**config.mk**
```make
export PLATFORM = sky130hd
export DESIGN_NAME = union_find_cycle_components_flat
export DESIGN_NICKNAME = d
export VERILOG_FILES = /design/src/rtl/ufcc_pkg.sv /design/src/rtl/ufcc_chan_if.sv /design/src/rtl/ufcc_ram.sv /design/src/rtl/ufcc_ctrl.sv /design/src/rtl/ufcc_dpath.sv /design/src/rtl/union_find_cycle_components.sv /design/src/flat_wrapper.sv
export SDC_FILE = /design/constraint.sdc
export NUM_CORES = 2
export LEC_CHECK = 0
export ABC_AREA = 1
export BUFFER_PORTS_ARGS = -buffer_cell sky130_fd_sc_hd__clkbuf_2
export CAP_MARGIN = 30
export CELL_PAD_IN_SITES_DETAIL_PLACEMENT = 0
export CELL_PAD_IN_SITES_GLOBAL_PLACEMENT = 1
export CORE_MARGIN = 3
export CORE_UTILIZATION = 54
export CTS_BUF_LIST = sky130_fd_sc_hd__clkbuf_4
export CTS_CLUSTER_SIZE = 10
export DETAILED_ROUTE_END_ITERATION = 7
export PLACE_DENSITY = 0.84
export SLEW_MARGIN = 5
export SYNTH_ARGS = -nofsm -noshare
export SYNTH_HDL_FRONTEND = slang
export SYNTH_SLANG_ARGS = --single-unit
```
**constraint.sdc**
```tcl
create_clock -name clk_i -period 15.9 [get_ports clk_i]
set_input_delay 2.385 -clock clk_i [delete_from_list [all_inputs] [get_ports clk_i]]
set_output_delay 2.385 -clock clk_i [all_outputs]
set_load 0.01 [all_outputs]
```
**src/rtl/ufcc_pkg.sv**
```systemverilog
// Shared types, constants and command/status structs of the union-find block.
package ufcc_pkg;

  localparam int MAX_VERTICES_DEF = 256;
  localparam int VTX_W            = 8;
  localparam int CNT_W            = 9;
  localparam logic [CNT_W-1:0] NV_RESET = 9'd256;

  typedef struct packed {
    logic             new_list;
    logic [VTX_W-1:0] first_vertex;
    logic [VTX_W-1:0] second_vertex;
  } ufcc_in_t;

  typedef struct packed {
    logic             closes_cycle;
    logic             any_cycle;
    logic [CNT_W-1:0] component_count;
    logic             bad_vertex;
  } ufcc_out_t;

  typedef logic [CNT_W-1:0] ufcc_cfg_t;

  typedef enum logic [2:0] {
    ST_IDLE,
    ST_CHECK,
    ST_FIND_RD,
    ST_FIND_CHK,
    ST_COMP_RD,
    ST_COMP_WR,
    ST_FINISH
  } ufcc_state_e;

  typedef struct packed {
    logic load;        // latch edge, apply new-list init
    logic check;       // range check, point walker at first endpoint
    logic rd;          // read parent of walker
    logic walk;        // walker <= parent
    logic found;       // root found, rewind walker for compression
    logic sel_b;       // current search is for the second endpoint
    logic comp_wr;     // point walker entry at root, advance
    logic next_phase;  // save first root, start second search
    logic finish;      // link roots, update counters, load result
  } ufcc_cmd_t;

  typedef struct packed {
    logic bad;
    logic is_root;
    logic at_root;
    logic out_free;
  } ufcc_sts_t;

endpackage

```
**src/rtl/ufcc_chan_if.sv**
```systemverilog
// Valid/ready channel carrying one payload beat.
interface ufcc_chan_if #(
  parameter type T = logic
);
  logic valid;
  logic ready;
  T     data;

  modport source (output valid, output data, input ready);
  modport sink   (input valid, input data, output ready);
endinterface

```
**src/rtl/ufcc_ram.sv**
```systemverilog
// Generic single-write, single-read RAM with registered read data.
module ufcc_ram #(
  parameter int WIDTH = 8,
  parameter int DEPTH = 256
) (
  input  logic                     clk_i,
  input  logic                     we_i,
  input  logic [$clog2(DEPTH)-1:0] waddr_i,
  input  logic [WIDTH-1:0]         wdata_i,
  input  logic                     re_i,
  input  logic [$clog2(DEPTH)-1:0] raddr_i,
  output logic [WIDTH-1:0]         rdata_o
);
  logic [WIDTH-1:0] mem_q [DEPTH];
  logic [WIDTH-1:0] rdata_q;

  always_ff @(posedge clk_i) begin
    if (we_i) begin
      mem_q[waddr_i] <= wdata_i;
    end
    if (re_i) begin
      rdata_q <= mem_q[raddr_i];
    end
  end

  assign rdata_o = rdata_q;
endmodule

```
**src/rtl/ufcc_ctrl.sv**
```systemverilog
// Sequencer: accept, range check, two root searches with compression, link.
module ufcc_ctrl (
  input  logic                clk_i,
  input  logic                rst_ni,
  input  logic                in_valid_i,
  output logic                in_ready_o,
  input  ufcc_pkg::ufcc_sts_t sts_i,
  output ufcc_pkg::ufcc_cmd_t cmd_o
);
  import ufcc_pkg::*;

  ufcc_state_e state_q, state_d;
  logic        phase_q, phase_d;

  always_ff @(posedge clk_i or negedge rst_ni) begin
    if (!rst_ni) begin
      state_q <= ST_IDLE;
      phase_q <= 1'b0;
    end else begin
      state_q <= state_d;
      phase_q <= phase_d;
    end
  end

  always_comb begin
    state_d = state_q;
    phase_d = phase_q;
    case (state_q)
      ST_IDLE: begin
        if (in_valid_i) state_d = ST_CHECK;
      end
      ST_CHECK: begin
        phase_d = 1'b0;
        state_d = sts_i.bad ? ST_FINISH : ST_FIND_RD;
      end
      ST_FIND_RD: state_d = ST_FIND_CHK;
      ST_FIND_CHK: begin
        state_d = sts_i.is_root ? ST_COMP_RD : ST_FIND_RD;
      end
      ST_COMP_RD: begin
        if (sts_i.at_root) begin
          if (!phase_q) begin
            phase_d = 1'b1;
            state_d = ST_FIND_RD;
          end else begin
            state_d = ST_FINISH;
          end
        end else begin
          state_d = ST_COMP_WR;
        end
      end
      ST_COMP_WR: state_d = ST_COMP_RD;
      ST_FINISH: begin
        if (sts_i.out_free) state_d = ST_IDLE;
      end
      default: state_d = ST_IDLE;
    endcase
  end

  always_comb begin
    cmd_o       = '0;
    cmd_o.sel_b = phase_q;
    in_ready_o  = 1'b0;
    case (state_q)
      ST_IDLE: begin
        in_ready_o = 1'b1;
        cmd_o.load = in_valid_i;
      end
      ST_CHECK:    cmd_o.check = 1'b1;
      ST_FIND_RD:  cmd_o.rd = 1'b1;
      ST_FIND_CHK: begin
        if (sts_i.is_root) cmd_o.found = 1'b1;
        else cmd_o.walk = 1'b1;
      end
      ST_COMP_RD: begin
        if (sts_i.at_root) cmd_o.next_phase = !phase_q;
        else cmd_o.rd = 1'b1;
      end
      ST_COMP_WR:  cmd_o.comp_wr = 1'b1;
      ST_FINISH:   cmd_o.finish = sts_i.out_free;
      default: ;
    endcase
  end

  // Second search starts right after the first root is saved.
  a_phase_start: assert property (@(posedge clk_i) disable iff (!rst_ni)
    $rose(phase_q) |-> state_q == ST_FIND_RD)
    else $error("second search did not start with a read");

  // Only a range-failed edge skips the searches.
  a_bad_skip: assert property (@(posedge clk_i) disable iff (!rst_ni)
    (state_q == ST_CHECK && state_d == ST_FINISH) |-> sts_i.bad)
    else $error("search skipped on a good edge");
endmodule

```
**src/rtl/ufcc_dpath.sv**
```systemverilog
// Datapath: vertex-count register, parent table with valid bits, walker, counters.
module ufcc_dpath #(
  parameter int MAX_VERTICES = ufcc_pkg::MAX_VERTICES_DEF
) (
  input  logic                clk_i,
  input  logic                rst_ni,
  input  ufcc_pkg::ufcc_cmd_t cmd_i,
  output ufcc_pkg::ufcc_sts_t sts_o,
  input  ufcc_pkg::ufcc_in_t  in_data_i,
  input  logic                cfg_valid_i,
  input  ufcc_pkg::ufcc_cfg_t cfg_data_i,
  input  logic                out_ready_i,
  output logic                out_valid_o,
  output ufcc_pkg::ufcc_out_t out_data_o
);
  import ufcc_pkg::*;

  // Endpoints are VTX_W bits wide, so no entry beyond that range is ever touched.
  localparam int TABLE_DEPTH = (MAX_VERTICES < (1 << VTX_W)) ? MAX_VERTICES : (1 << VTX_W);
  localparam int AW          = $clog2(TABLE_DEPTH);

  logic [CNT_W-1:0]       nv_q;
  logic [VTX_W-1:0]       a_q, b_q;
  logic [AW-1:0]          cur_q, root_q, x_q;
  logic                   bad_q;
  logic                   cycle_q, cycle_d;
  logic [CNT_W-1:0]       cnt_q, cnt_d;
  logic [TABLE_DEPTH-1:0] vld_q, vld_d;
  logic                   rvld_q;
  logic                   out_valid_q;
  ufcc_out_t              out_q;

  logic [CNT_W-1:0] act_cnt;
  logic [AW-1:0]    ram_rdata, parent;
  logic             we;
  logic [AW-1:0]    waddr, wdata;
  logic             same_root, do_link, clear;

  assign act_cnt = (32'(nv_q) > MAX_VERTICES) ? CNT_W'(MAX_VERTICES) : nv_q;
  assign parent  = rvld_q ? ram_rdata : cur_q;
  assign same_root = (x_q == root_q);
  assign do_link = cmd_i.finish && !bad_q && !same_root;
  assign clear   = cmd_i.load && in_data_i.new_list;

  assign we    = cmd_i.comp_wr || do_link;
  assign waddr = cmd_i.comp_wr ? cur_q : root_q;
  assign wdata = cmd_i.comp_wr ? root_q : x_q;

  assign sts_o.bad      = (CNT_W'(a_q) >= act_cnt) || (CNT_W'(b_q) >= act_cnt);
  assign sts_o.is_root  = (parent == cur_q);
  assign sts_o.at_root  = (cur_q == root_q);
  assign sts_o.out_free = !out_valid_q || out_ready_i;

  ufcc_ram #(
    .WIDTH (AW),
    .DEPTH (TABLE_DEPTH)
  ) u_parent_ram (
    .clk_i   (clk_i),
    .we_i    (we),
    .waddr_i (waddr),
    .wdata_i (wdata),
    .re_i    (cmd_i.rd),
    .raddr_i (cur_q),
    .rdata_o (ram_rdata)
  );

  // Entry without a valid bit reads as its own index.
  always_comb begin
    vld_d = vld_q;
    if (clear) vld_d = '0;
    if (we) vld_d[waddr] = 1'b1;
  end

  always_comb begin
    cycle_d = cycle_q;
    cnt_d   = cnt_q;
    if (clear) begin
      cycle_d = 1'b0;
      cnt_d   = act_cnt;
    end else if (cmd_i.finish && !bad_q) begin
      if (same_root) cycle_d = 1'b1;
      else if (cnt_q != '0) cnt_d = cnt_q - CNT_W'(1);
    end
  end

  always_ff @(posedge clk_i or negedge rst_ni) begin
    if (!rst_ni) begin
      nv_q        <= NV_RESET;
      vld_q       <= '0;
      rvld_q      <= 1'b0;
      cycle_q     <= 1'b0;
      cnt_q       <= (32'(NV_RESET) > MAX_VERTICES) ? CNT_W'(MAX_VERTICES) : NV_RESET;
      out_valid_q <= 1'b0;
    end else begin
      if (cfg_valid_i) nv_q <= cfg_data_i;
      vld_q   <= vld_d;
      cycle_q <= cycle_d;
      cnt_q   <= cnt_d;
      if (cmd_i.rd) rvld_q <= vld_q[cur_q];
      if (cmd_i.finish) out_valid_q <= 1'b1;
      else if (out_ready_i) out_valid_q <= 1'b0;
    end
  end

  always_ff @(posedge clk_i) begin
    if (cmd_i.load) begin
      a_q <= in_data_i.first_vertex;
      b_q <= in_data_i.second_vertex;
    end
    if (cmd_i.check) begin
      bad_q <= sts_o.bad;
      cur_q <= AW'(a_q);
    end
    if (cmd_i.walk || cmd_i.comp_wr) cur_q <= parent;
    if (cmd_i.found) begin
      root_q <= cur_q;
      cur_q  <= cmd_i.sel_b ? AW'(b_q) : AW'(a_q);
    end
    if (cmd_i.next_phase) begin
      x_q   <= root_q;
      cur_q <= AW'(b_q);
    end
    if (cmd_i.finish) begin
      out_q.closes_cycle    <= !bad_q && same_root;
      out_q.any_cycle       <= cycle_d;
      out_q.component_count <= cnt_d;
      out_q.bad_vertex      <= bad_q;
    end
  end

  assign out_valid_o = out_valid_q;
  assign out_data_o  = out_q;

  a_no_overrun: assert property (@(posedge clk_i) disable iff (!rst_ni)
    cmd_i.finish |-> (!out_valid_q || out_ready_i))
    else $error("result loaded over a pending beat");

  a_port_conflict: assert property (@(posedge clk_i) disable iff (!rst_ni)
    cmd_i.rd |-> !we)
    else $error("table read and write in one cycle");

  a_count_rise: assert property (@(posedge clk_i) disable iff (!rst_ni)
    (cnt_q > $past(cnt_q)) |-> $past(cmd_i.load))
    else $error("component count rose outside a new list");
endmodule

```
**src/rtl/union_find_cycle_components.sv**
```systemverilog
// Top level of the union-find edge processor: channels, sequencer and datapath.
//
//   channel  dir  modport  beat contents
//   in_i     in   sink     new_list, first_vertex, second_vertex
//   out_o    out  source   closes_cycle, any_cycle, component_count, bad_vertex
//   cfg_i    in   sink     num_vertices (always ready)
//
// One edge at a time. Each endpoint is walked to its root and its path is then
// compressed; an out-of-range edge skips both searches. The single table RAM
// port pair (one read, one write) serialises these steps.
// A new list clears the table's valid bits in the accept cycle; no sweep.
// A result waiting on out_o holds the next edge only at its final step.
module union_find_cycle_components #(
  parameter int MAX_VERTICES = ufcc_pkg::MAX_VERTICES_DEF
) (
  input logic         clk_i,
  input logic         rst_ni,
  ufcc_chan_if.sink   in_i,
  ufcc_chan_if.source out_o,
  ufcc_chan_if.sink   cfg_i
);
  import ufcc_pkg::*;

  ufcc_cmd_t cmd;
  ufcc_sts_t sts;
  logic      in_ready;
  logic      out_valid;
  ufcc_out_t out_data;

  ufcc_ctrl u_ctrl (
    .clk_i      (clk_i),
    .rst_ni     (rst_ni),
    .in_valid_i (in_i.valid),
    .in_ready_o (in_ready),
    .sts_i      (sts),
    .cmd_o      (cmd)
  );

  ufcc_dpath #(
    .MAX_VERTICES (MAX_VERTICES)
  ) u_dpath (
    .clk_i       (clk_i),
    .rst_ni      (rst_ni),
    .cmd_i       (cmd),
    .sts_o       (sts),
    .in_data_i   (in_i.data),
    .cfg_valid_i (cfg_i.valid),
    .cfg_data_i  (cfg_i.data),
    .out_ready_i (out_o.ready),
    .out_valid_o (out_valid),
    .out_data_o  (out_data)
  );

  assign in_i.ready  = in_ready;
  assign cfg_i.ready = 1'b1;
  assign out_o.valid = out_valid;
  assign out_o.data  = out_data;
endmodule
```
**src/flat_wrapper.sv**
```systemverilog
// flat-port wrapper written by rule: the top's interface ports become plain ports
module union_find_cycle_components_flat import ufcc_pkg::*;
#(
  parameter int MAX_VERTICES = ufcc_pkg::MAX_VERTICES_DEF
)
  (clk_i, rst_ni, in_i_valid, in_i_data, in_i_ready, out_o_valid, out_o_data, out_o_ready, cfg_i_valid, cfg_i_data, cfg_i_ready);
  ufcc_chan_if in_i_i ();
  ufcc_chan_if out_o_i ();
  ufcc_chan_if cfg_i_i ();
  input logic clk_i;
  input logic rst_ni;
  input wire logic [$bits(in_i_i.valid)-1:0] in_i_valid;
  input wire logic [$bits(in_i_i.data)-1:0] in_i_data;
  output wire logic [$bits(in_i_i.ready)-1:0] in_i_ready;
  output wire logic [$bits(out_o_i.valid)-1:0] out_o_valid;
  output wire logic [$bits(out_o_i.data)-1:0] out_o_data;
  input wire logic [$bits(out_o_i.ready)-1:0] out_o_ready;
  input wire logic [$bits(cfg_i_i.valid)-1:0] cfg_i_valid;
  input wire logic [$bits(cfg_i_i.data)-1:0] cfg_i_data;
  output wire logic [$bits(cfg_i_i.ready)-1:0] cfg_i_ready;
  assign in_i_i.valid = in_i_valid;
  assign in_i_i.data = in_i_data;
  assign in_i_ready = in_i_i.ready;
  assign out_o_valid = out_o_i.valid;
  assign out_o_data = out_o_i.data;
  assign out_o_i.ready = out_o_ready;
  assign cfg_i_i.valid = cfg_i_valid;
  assign cfg_i_i.data = cfg_i_data;
  assign cfg_i_ready = cfg_i_i.ready;
  union_find_cycle_components #(.MAX_VERTICES(MAX_VERTICES)) u_core (.clk_i(clk_i), .rst_ni(rst_ni), .in_i(in_i_i), .out_o(out_o_i), .cfg_i(cfg_i_i));
endmodule
```
==> flow_summary.toml <==
[run_status]
status = "complete, no violations"

[yosys]
synthMostInstantiatedCell = "edfxtp_1"
synth_cell_types = 40
netlist_area_um2 = 95000
synth_commonest_cells = "2083 x edfxtp_1, 1283 x nand2_1, 1188 x nand3_1"
synth_seq_cells = 2347
yosysWarnings = 0
synth.top_cells.by_area = "edfxtp_1 66%, dfrtp_1 6.9%, nand3_1 6.3%, nand2_1 5.1%, o21ai_0 4.0%"
yosys.area.top_type = "edfxtp_1"
synth_edf_count = 2083
synth_fp_nets = 7930
yosys_most_used_dff = "edfxtp_1"
synth_cells = 7922
synth_area_per_cell_um2 = 12.0
synth-seq-area-share_pct = 72.8
synth_async_sr_flop_share_pct = 11.2
yosysTopAreaCellShare_pct = 65.9

[grt]
grt.overflow.total = 0
antenna_found_initial = 6
grt_use_total_pct = 29.9
grt_pass1_vias = 64300
grt_max_degree = 217
grt_pass1_wl_mm = 404

[power]
power.leakage_uw = 0.0377
powerDensity_nw_per_um2 = 181
ir_drop_v = 0.000181

[clock_network]
clk-insertion-delay-late_ns = 1.34
post-cts-setup-buffers = 0
cts_num_sinks = 2347
cts.hold.buffers_added = 0
cts_buffers = 598
htreeDepth = 6
clkTransAtPathRegs_ns = 0.07
cts_resized = 0
root_buffer = "clkbuf_4"
clk_path_buf_depth = 4
cts_tree = "done"

[floorplanning]
die-area_um2 = 181000
die-width_um = 425
die_y_um = 425
start_util_pct = 54.4
coreArea_um2 = 174000
core.rowCount = 153
ioPinCount = 11

[worst_setup_path]
cp_cell_sequence = "buf_4 -> buf_4 -> buf_12 -> buf_4 -> buf_4 -> o21ai_0 -> o22ai_1 -> nand2_1 -> nand3_1 -> nand3_1 -> nand3_1 -> nand3_1 -> nand2_1 -> nand2_1 -> nand2_1"
critPathLaunchType = "register"
max_stage_delay_ns = 0.86
ff2ff_setup_slack_ns = 9.83
critPathSlowestCell = "buf_4"
cp_max_fo = 205
crit_type = "reg2reg"
arrival_ns = 7.25
cp_num_buf_inv = 5
path_delay_family = "buffers and inverters"
crit_path_end_kind = "register"
cp.required_ns = 17.08

[sta]
fin_setup_tns_ns = 0
finalSetupViolations = 0
tightest_slew_ns = 1.33
rsz0062_at_grt = "no"
worst_clock_skew_ns = 0.0949
relSlewSlack_pct = 11.0
hold_viol = 0
drv_slew = 0
max_freq_mhz = 165
whs_ns = 0.461
period_needed_ns = 6.07
period_share_pct = 38.2

[min_path]
hp-class = "reg2reg"

[layout]
final_area_um2 = 105000
nets = 8105
final.fill_count = 14000
area_growth_pct = 10.2
final_layout_size_suffix_gt1_share_pct = 14.4

[detailed_routing]
wl_met2_mm = 126
wire_per_inst_um = 25.1
drt_iter0_markers = 9450
totalWireLength_mm = 274
wl_met3_mm = 31.6
via_per_inst = 6.09
drc = 0
num_vias = 66400
highest_layer = "met4"
drt-met1-wl_mm = 107
drt_first_pass_iters = 7
postRouteAntennaNets = 0

[place]
place_hpwl_mm = 154
port_buffers = 9
place.gp.congestion = 0.896
place_area_um2 = 96800

[run]
max_cap_violations = 0
-- metal layers --
metal | up-vias | global-route usage, %
li1 | 29100 | -
met1 | 32300 | 41.7
met2 | 4311 | 45.6
met3 | 594 | 7.22
met4 | 0 | 11.9
met5 | - | 0
-- worst reg2reg max path: cells and delay by family (launching register included) --
| kind | cells | cell delay [ns] |
|---|---|---|
| and+or+nand+nor | 8 | 1.04 |
| buffers and inverters | 5 | 4.04 |
| AOI/OAI and AO/OA | 2 | 0.51 |
| DFF | 1 | 0.35 |
-- worst paths after layout --
path / depth (start not counted) / startpoint / end
setup / recovery: 15 / u_core.u_dpath.cur_q[0]$_DFFE_PP_ / u_core.u_dpath.u_parent_ram.rdata_o[3]$_DFFE_PP_
hold / removal: 2 / u_core.u_dpath.nv_q[8]$_DFFE_PN1P_ / u_core.u_dpath.nv_q[8]$_DFFE_PN1P_
setup reg to reg: 15 / u_core.u_dpath.cur_q[0]$_DFFE_PP_ / u_core.u_dpath.u_parent_ram.rdata_o[3]$_DFFE_PP_
hold reg to reg: 2 / u_core.u_dpath.nv_q[8]$_DFFE_PN1P_ / u_core.u_dpath.nv_q[8]$_DFFE_PN1P_
max in group asynchronous: 4 / rst_ni / u_core.u_dpath.vld_q[15]$_DFFE_PN0N_
min in group asynchronous: 1 / rst_ni / u_core.u_dpath.vld_q[80]$_DFFE_PN0N_
-- layout make-up --
type	count	area [um^2]	share of cell area, %
flip-flops and latches	2347	69200	66.1
clock buffers	907	6810	6.51
repair buffers	125	1330	1.27
clock inverters	156	815	0.778
inverters	72	308	0.294
well taps	2325	2910	2.78
diodes	9	22.5	0.0215
multi-input cells	4953	23300	22.3
-- through the flow --
step	cells	total power [uW]	utilization (%)	setup WS [ns]
after floorplan	7922	11700	-	2.64
after global placement	9795	13700	55.4	10.09
after detailed placement	9812	13700	55.5	10.02
after CTS	10900	18800	59.9	9.97
after global routing	10900	19800	60.0	9.56
final	10900	19000	60.0	9.83
-- sequential cells by signal (all words and copies together) (netlist names) --
signal                               flops
u_core.u_ctrl.phase_q                    1
u_core.u_dpath.out_valid_o               1
u_core.u_dpath.u_parent_ram.mem_q     2048
u_core.u_dpath.root_q                    8
u_core.u_dpath.b_q                       1
u_core.u_ctrl.state_q                    3
u_core.u_dpath.cur_q                     8
u_core.u_dpath.rvld_q                    1
u_core.u_dpath.nv_q                      2
u_core.u_dpath.vld_q                   256
u_core.u_dpath.out_data_o                1
u_core.u_dpath.bad_q                     1
u_core.u_dpath.u_parent_ram.rdata_o      8
u_core.u_dpath.x_q                       8
-- placed cells by master, fill, tap and decap left out, drive strengths merged, types with 2 or more instances in the layout --
cell type / Yosys / layout
edfxtp: 2083 / 2083
nand2: 1311 / 1311
nand3: 1188 / 1188
nor2: 1001 / 1001
clkbuf: 404 / 915
o21ai: 765 / 765
o22ai: 353 / 353
dfrtp: 263 / 263
or2: 258 / 258
clkinv: 1 / 136
buf: 146 / 117
inv: 71 / 83
a21oi: 38 / 38
diode: 0 / 9
nor3: 9 / 9
nand4: 8 / 8
xnor2: 8 / 8
bufinv: 0 / 8
xor2: 4 / 4
nor4: 2 / 2
a211oi: 2 / 2
-- cells by family (layout without fill, tap and decap cells) --
family	count (synthesis)	in the layout	synth area share, %
AOI/OAI and AO/OA	1162	1162	6.66
xor gates and xnor gates	12	12	0.111
adders and majority gates	1	1	0.0132
buffers and inverters	622	1260	2.71
DFF	2347	2347	72.8
other	1	10	0.00395
and+or+nand+nor	3777	3777	17.7
-- power by group --
group | total [uW] | switching, uW | internal, uW
Clock | 5150 | 2420 | 2730
Sequential | 7250 | 83.6 | 7160
Combinational | 6580 | 4960 | 1610
Note: power is estimated with default switching activity, not from simulation.
